**src/cbad_pkg.sv**
```systemverilog
// ----------------------------------------------------------------------------
// cbad_pkg
// Shared types, address map constants and the boot program image for the
// console bus address decoder.
// ----------------------------------------------------------------------------
`default_nettype none

package cbad_pkg;

    // store geometry
    localparam int WRAM_DEPTH = 8192;
    localparam int WRAM_AW    = $clog2(WRAM_DEPTH);
    localparam int HRAM_DEPTH = 127;
    localparam int HRAM_AW    = $clog2(HRAM_DEPTH);
    localparam int BOOT_DEPTH = 256;
    localparam int BOOT_AW    = $clog2(BOOT_DEPTH);

    // dma run length in steps
    localparam logic [7:0] DMA_LENGTH = 8'd160;

    // address map
    localparam logic [15:0] ADDR_BOOT_END  = 16'h0100;
    localparam logic [15:0] ADDR_ROM_LAST  = 16'h7FFF;
    localparam logic [15:0] ADDR_VRAM_LAST = 16'h9FFF;
    localparam logic [15:0] ADDR_XRAM_LAST = 16'hBFFF;
    localparam logic [15:0] ADDR_WRAM_LAST = 16'hDFFF;
    localparam logic [15:0] ADDR_ECHO_LAST = 16'hFDFF;
    localparam logic [15:0] ADDR_OAM_FIRST = 16'hFE00;
    localparam logic [15:0] ADDR_OAM_LAST  = 16'hFE9F;
    localparam logic [15:0] ADDR_IO_FIRST  = 16'hFF00;
    localparam logic [15:0] ADDR_IO_LAST   = 16'hFF7F;
    localparam logic [15:0] ADDR_JOYPAD    = 16'hFF00;
    localparam logic [15:0] ADDR_TIMER_LO  = 16'hFF04;
    localparam logic [15:0] ADDR_TIMER_HI  = 16'hFF07;
    localparam logic [15:0] ADDR_IF        = 16'hFF0F;
    localparam logic [15:0] ADDR_VID_LO    = 16'hFF40;
    localparam logic [15:0] ADDR_VID_HI    = 16'hFF4B;
    localparam logic [15:0] ADDR_LINE      = 16'hFF44;
    localparam logic [15:0] ADDR_DMA       = 16'hFF46;
    localparam logic [15:0] ADDR_BOOT_OFF  = 16'hFF50;
    localparam logic [15:0] ADDR_HRAM_LO   = 16'hFF80;
    localparam logic [15:0] ADDR_HRAM_HI   = 16'hFFFE;
    localparam logic [15:0] ADDR_IE        = 16'hFFFF;

    localparam logic [7:0] UNMAPPED_BYTE = 8'hFF;

    // bus commands
    typedef enum logic [2:0] {
        CMD_READ  = 3'd0,
        CMD_WRITE = 3'd1,
        CMD_TICK  = 3'd2,
        CMD_HALT  = 3'd3,
        CMD_ACK   = 3'd4
    } cmd_t;

    // access targets
    typedef enum logic [2:0] {
        T_LOCAL   = 3'd0,
        T_IGNORED = 3'd1,
        T_CART    = 3'd2,
        T_VRAM    = 3'd3,
        T_OAM     = 3'd4,
        T_JOYPAD  = 3'd5,
        T_TIMER   = 3'd6,
        T_VIDREG  = 3'd7
    } target_t;

    // request into the ram store
    typedef struct packed {
        logic               wr_en;
        logic               rd_en;
        logic               hram_sel;
        logic [WRAM_AW-1:0] waddr;
        logic [HRAM_AW-1:0] haddr;
        logic [7:0]         wdata;
    } mem_req_t;

    // one result word
    typedef struct packed {
        logic [7:0]  rdata;
        target_t     target;
        logic        fwd_write;
        logic [15:0] fwd_addr;
        logic [7:0]  fwd_data;
        logic        oam_by_dma;
        logic        cpu_step;
        logic        dma_step;
        logic        periph_tick;
        logic        halted_now;
        logic        int_check_now;
    } result_t;

    // boot program image
    localparam logic [7:0] BOOT_ROM [BOOT_DEPTH] = '{
        8'h31, 8'hFE, 8'hFF, 8'hAF, 8'h21, 8'hFF, 8'h9F, 8'h32,
        8'hCB, 8'h7C, 8'h20, 8'hFB, 8'h21, 8'h26, 8'hFF, 8'h0E,
        8'h11, 8'h3E, 8'h80, 8'h32, 8'hE2, 8'h0C, 8'h3E, 8'hF3,
        8'hE2, 8'h32, 8'h3E, 8'h77, 8'h77, 8'h3E, 8'hFC, 8'hE0,
        8'h47, 8'h11, 8'h04, 8'h01, 8'h21, 8'h10, 8'h80, 8'h1A,
        8'hCD, 8'h95, 8'h00, 8'hCD, 8'h96, 8'h00, 8'h13, 8'h7B,
        8'hFE, 8'h34, 8'h20, 8'hF3, 8'h11, 8'hD8, 8'h00, 8'h06,
        8'h08, 8'h1A, 8'h13, 8'h22, 8'h23, 8'h05, 8'h20, 8'hF9,
        8'h3E, 8'h19, 8'hEA, 8'h10, 8'h99, 8'h21, 8'h2F, 8'h99,
        8'h0E, 8'h0C, 8'h3D, 8'h28, 8'h08, 8'h32, 8'h0D, 8'h20,
        8'hF9, 8'h2E, 8'h0F, 8'h18, 8'hF3, 8'h67, 8'h3E, 8'h64,
        8'h57, 8'hE0, 8'h42, 8'h3E, 8'h91, 8'hE0, 8'h40, 8'h04,
        8'h1E, 8'h02, 8'h0E, 8'h0C, 8'hF0, 8'h44, 8'hFE, 8'h90,
        8'h20, 8'hFA, 8'h0D, 8'h20, 8'hF7, 8'h1D, 8'h20, 8'hF2,
        8'h0E, 8'h13, 8'h24, 8'h7C, 8'h1E, 8'h83, 8'hFE, 8'h62,
        8'h28, 8'h06, 8'h1E, 8'hC1, 8'hFE, 8'h64, 8'h20, 8'h06,
        8'h7B, 8'hE2, 8'h0C, 8'h3E, 8'h87, 8'hE2, 8'hF0, 8'h42,
        8'h90, 8'hE0, 8'h42, 8'h15, 8'h20, 8'hD2, 8'h05, 8'h20,
        8'h4F, 8'h16, 8'h20, 8'h18, 8'hCB, 8'h4F, 8'h06, 8'h04,
        8'hC5, 8'hCB, 8'h11, 8'h17, 8'hC1, 8'hCB, 8'h11, 8'h17,
        8'h05, 8'h20, 8'hF5, 8'h22, 8'h23, 8'h22, 8'h23, 8'hC9,
        8'hCE, 8'hED, 8'h66, 8'h66, 8'hCC, 8'h0D, 8'h00, 8'h0B,
        8'h03, 8'h73, 8'h00, 8'h83, 8'h00, 8'h0C, 8'h00, 8'h0D,
        8'h00, 8'h08, 8'h11, 8'h1F, 8'h88, 8'h89, 8'h00, 8'h0E,
        8'hDC, 8'hCC, 8'h6E, 8'hE6, 8'hDD, 8'hDD, 8'hD9, 8'h99,
        8'hBB, 8'hBB, 8'h67, 8'h63, 8'h6E, 8'h0E, 8'hEC, 8'hCC,
        8'hDD, 8'hDC, 8'h99, 8'h9F, 8'hBB, 8'hB9, 8'h33, 8'h3E,
        8'h3C, 8'h42, 8'hB9, 8'hA5, 8'hB9, 8'hA5, 8'h42, 8'h3C,
        8'h21, 8'h04, 8'h01, 8'h11, 8'hA8, 8'h00, 8'h1A, 8'h13,
        8'hBE, 8'h20, 8'hFE, 8'h23, 8'h7D, 8'hFE, 8'h34, 8'h20,
        8'hF5, 8'h06, 8'h19, 8'h78, 8'h86, 8'h23, 8'h05, 8'h20,
        8'hFB, 8'h86, 8'h20, 8'hFE, 8'h3E, 8'h01, 8'hE0, 8'h50
    };

endpackage

`default_nettype wire

```
**src/cbad_outq.sv**
```systemverilog
// ----------------------------------------------------------------------------
// cbad_outq
// Two-word result queue in front of the master-side stream port.
// ----------------------------------------------------------------------------
`default_nettype none

module cbad_outq (
    input  wire logic              aclk,
    input  wire logic              aresetn,
    input  wire logic              push,
    input  wire cbad_pkg::result_t push_word,
    output logic                   can_push,
    output logic                   out_valid,
    input  wire logic              out_ready,
    output cbad_pkg::result_t      out_word
);
    import cbad_pkg::*;

    result_t    slot_reg [2];
    logic       wr_ptr_reg;
    logic       rd_ptr_reg;
    logic [1:0] count_reg;
    logic       pop;

    assign can_push  = (count_reg != 2'd2);
    assign out_valid = (count_reg != 2'd0);
    assign out_word  = slot_reg[rd_ptr_reg];
    assign pop       = out_valid & out_ready;

    // pointers and fill count
    always_ff @(posedge aclk) begin
        if (!aresetn) begin
            wr_ptr_reg <= 1'b0;
            rd_ptr_reg <= 1'b0;
            count_reg  <= 2'd0;
        end else begin
            if (push) begin
                wr_ptr_reg <= ~wr_ptr_reg;
            end
            if (pop) begin
                rd_ptr_reg <= ~rd_ptr_reg;
            end
            if (push && !pop) begin
                count_reg <= count_reg + 2'd1;
            end else if (pop && !push) begin
                count_reg <= count_reg - 2'd1;
            end
        end
    end

    // word storage
    always_ff @(posedge aclk) begin
        if (push) begin
            slot_reg[wr_ptr_reg] <= push_word;
        end
    end

endmodule

`default_nettype wire

```
**config.mk**
```make
export PLATFORM = sky130hd
export DESIGN_NAME = cbad_outq
export DESIGN_NICKNAME = d
export VERILOG_FILES = /design/src/cbad_pkg.sv /design/src/cbad_outq.sv
export SDC_FILE = /design/constraint.sdc
export NUM_CORES = 1
export LEC_CHECK = 0
export BUFFER_PORTS_ARGS = -buffer_cell sky130_fd_sc_hd__buf_4
export CORE_ASPECT_RATIO = 1.4
export CORE_MARGIN = 2
export CORE_UTILIZATION = 51
export DETAILED_ROUTE_END_ITERATION = 16
export PLACE_DENSITY = 0.78
export REMOVE_ABC_BUFFERS = 1
export SETUP_SLACK_MARGIN = 0.15
export SLEW_MARGIN = 40
export SYNTH_ARGS = -nofsm -noshare
export SYNTH_HDL_FRONTEND = slang
export SYNTH_SLANG_ARGS = --single-unit
export TNS_END_PERCENT = 1
```
**constraint.sdc**
```tcl
create_clock -name aclk -period 4.9 [get_ports aclk]
set_input_delay 0 -clock aclk [delete_from_list [all_inputs] [get_ports aclk]]
set_output_delay 0 -clock aclk [all_outputs]
set_load 0.05 [all_outputs]
```
# Yosys cells after proc, flatten, opt, wreduce, memory -nomap -nowiden
# Memories as Yosys holds them, arrays and structs flattened. A register that Yosys moved wholly into a read port is not among the register bits.
# Index checks and enable logic that the tools add are counted.
[totals]
reg_bits = 4
latch_bits = 0
n_memories = 1
word_cells = 22
romBits = 0
ram_bits = 84
out_inout_bits = 44
[memory_table]
columns = ["name", "words", "width", "rd", "rd_clocked_by_memory_dff", "wr", "line_no", "rtl"]
rows = [
  ["slot_reg", 2, 42, 1, 1, 1, "cbad_outq.sv:19", "result_t slot_reg [2];"],
]
[op_classes]
n_mux = 6
div = 0
shifts = 0
magnitude_cmp = 0
mul = 0
reduce_logical = 6
addsub = 2
bitwise_logic = 3
eq_ne = 1
[ops]
columns = ["op", "n"]
rows = [
  ["two-way mux 1 bit", 4],
  ["two-way mux 2 bit", 2],
  ["nonzero test 2 bit", 2],
  ["adder 2 x 1 -> 2 bit (second input constant)", 1],
  ["logical AND 1 bit", 2],
  ["zero test 1 bit", 2],
  ["!= test 2 bit (second input constant)", 1],
  ["NOT 1 bit", 2],
  ["subtractor 2 x 1 -> 2 bit (second input constant)", 1],
  ["AND 1 bit", 1],
]

# Logic depth before layout (Yosys ltp)
[depth]
ltp_word = 5
depth_mapped = 5

# Worst setup path after synthesis
# Ideal clock, no wire load.
[synth_timing]
kind = "register -> register"
startpoint = "reg wr_ptr_reg"
endpoint = "mem slot_reg[0][0] (netlist name) (enable)"
n_path_buf = 0
path_slack_ns = 2.240
setup_ns = 0.448
synth_period_minus_slack_ns = 2.660
path_stages_with_launch = 2
arrival_time_ns = 2.213
required_ns = 4.452
path_cell_list = "dfxtp_1 -> nor2b_1"
[synth_rtl]
columns = ["element", "line_no", "rtl"]
rows = [
  ["from (decl)", "cbad_outq.sv:20", "logic wr_ptr_reg;"],
  ["from (signal assigned)", "cbad_outq.sv:38", "wr_ptr_reg <= ~wr_ptr_reg;"],
  ["to (decl)", "cbad_outq.sv:19", ""],
]
# No word-level cell before the write port.

==> results.yml <==
power:
  p_leak_nw: 1.78
  p_per_area_mw_per_mm2: 474
  power_mw: 2.21
  max-vdd-ir-drop_uv: 430
synth:
  synthTopCellsByCount: "edfxtp_1 (84), mux2_1 (42), buf_2 (5), dfxtp_1 (5), and2_1 (4)"
  synthCells: 153
  synth_top_area_frac: 0.778
  ys_warn_count: 0
  ys_types: 16
  yosys.area.top_type: "edfxtp_1"
  ys_async_sr_fraction: 0
  avgSynthCellArea_um2: 21.2
  syn_area_mm2: 0.00324
  ys_ff_latch: 89
  ys.flop_type: "edfxtp_1"
  synthTopCellsByArea: "edfxtp_1 (78%), mux2_1 (15%), dfxtp_1 (3.1%)"
  synth_most_common_cell: "edfxtp_1"
  synth-edff-count: 84
  ys_seq_area_frac: 0.809
setup_path:
  critPathSlowestCell: "dfxtp_4"
  cp_max_fo: 42
  cp.buffers_inverters: 1
  crit_family: "flip-flops"
  critical-path-max-stage-delay_ns: 0.73
  critPathArrivalTime_ns: 1.70
  required_ns: 4.90
  critPathKind: "flop to output pin"
  path_cells: "mux2_1 -> buf_4"
  worstSetupEndpointType: "output pin"
  startpoint_type: "flop"
floorplan:
  die_h_um: 98.3
  start_util: 0.525
  rows: 34
  chipWidth_um: 71.4
  coreArea_mm2: 0.00617
  io-pin-count: 90
  dieArea_mm2: 0.00702
drt:
  remaining_drc_errors: 0
  ant_nets: 0
  drt_pass1_iterations: 6
  drtIter0Drc: 114
  wl_per_cell_um: 16.6
  num_vias: 1874
  routed_via_density: 5.05
  wl_um: 6170
clock_tree:
  cts_root_buffer: "clkbuf_8"
  cts_resized: 0
  cts_htree_levels: 3
  cts.path.max_buffers: 2
  ctsHoldBuffers: 44
  path_clk_slew_ns: 0.08
  clock_sinks: 89
  numCtsBuffers: 9
  insertion_delay_ns: 0.34
  cts_tree: "yes"
  cts_setup_buffers: 0
sta:
  slew-limit-headroom: 0.612
  worst_slack_ns: 3.20
  finClkSkew_ns: 0.00773
  fin_crit_ns: 1.70
  setup-tns-final_ns: 0
  setup_violations: 0
  rsz0062_at_grt: "no"
  drv_slew: 0
  min_period_over_period: 0.346
  finalHoldViolations: 0
  max_slew.worst_pin.slew_ns: 0.581
  max_freq_mhz: 590
placed_design:
  hpwlAfterDp_um: 3620
  gp_congestion: 0.733
  dp_slack_ns: 3.48
  placed_cell_area_mm2: 0.00404
  portBuffers: 89
layout:
  syn2layout_area_growth_pct: 44.1
  largest_reg_flops: 84
  finish.instance_area_mm2: 0.00467
  drive_gt1_frac: 0.358
  final_core_util: 0.757
  fin_nets: 341
  antenna_cells: 0
  nFillCells: 364
grt:
  grt_start_max_net_pins: 43
  overflow: 0
  grt_pass1_wl_um: 9520
  antenna_found_initial: 0
  grt_pass1_vias: 1969
  grt_use_total: 0.184
min_path:
  min_path_type: "input port to flop"
outcome:
  outcome: "finished, final reports clean"
flow_run:
  drv_cap: 0
cell usage in the layout (no fill, tap or decap), types with 2 or more instances in the layout:
cell type,netlist,layout
dfxtp_1,5,4
clkbuf_8,0,9
buf_4,0,89
buf_16,0,2
mux2_1,42,42
xnor2_1,2,2
clkinv_1,0,2
dlygate4sd3_1,0,44
edfxtp_1,84,84
and2_1,4,3
power by group:
group / internal, mW / total, mW / switching [mW]
Combinational: 0.288 / 0.780 / 0.492
Clock: 0.232 / 0.469 / 0.237
Sequential: 0.890 / 0.965 / 0.0757
final timing paths:
| check | from | to | slack [ns] | cells past startpoint |
|---|---|---|---|---|
| worst max-delay path | flop | out_word[24] | 3.20 | 2 |
| worst min-delay path | push | slot_reg[0][34]$_DFFE_PP_ | 0.13 | 2 |
| worst max register to register | count_reg[0]$_SDFFE_PN0P_ | count_reg[1]$_SDFFE_PN0P_ | 3.47 | 4 |
| worst min register to register | count_reg[1]$_SDFFE_PN0P_ | count_reg[1]$_SDFFE_PN0P_ | 0.52 | 2 |
layout make-up:
type | count | area, µm² | area share
timing repair buffer | 135 | 1160 | 0.249
clock buffer | 10 | 128 | 0.0273
tap | 72 | 90.1 | 0.0193
clock inverter | 6 | 58.8 | 0.0126
multi-input combinational | 59 | 603 | 0.129
sequential | 89 | 2630 | 0.562
through the flow:
stage                     std cells  hold slack (ns)
after floorplan                 148           0.0989
after global placement          309            0.185
after detailed placement        311            0.187
after CTS                       371            0.110
after global routing            371            0.112
final                           371            0.130
cell families after synthesis:
family / share of synthesized area
mux: 0.146
xor+xnor: 0.00811
fa+ha+maj: 0.00386
simple gates: 0.0174
buf+inv: 0.00772
compound gates: 0.00772
flops: 0.809
metal layers:
metal  up-vias  track usage  wire [µm]
met3         9       0.0392        279
met2        56        0.328       3540
met4         0       0.0987        119
met1       934        0.198       2230
met5         -            0          0
li1        875            -          -
(Power assumes the default switching activity.)
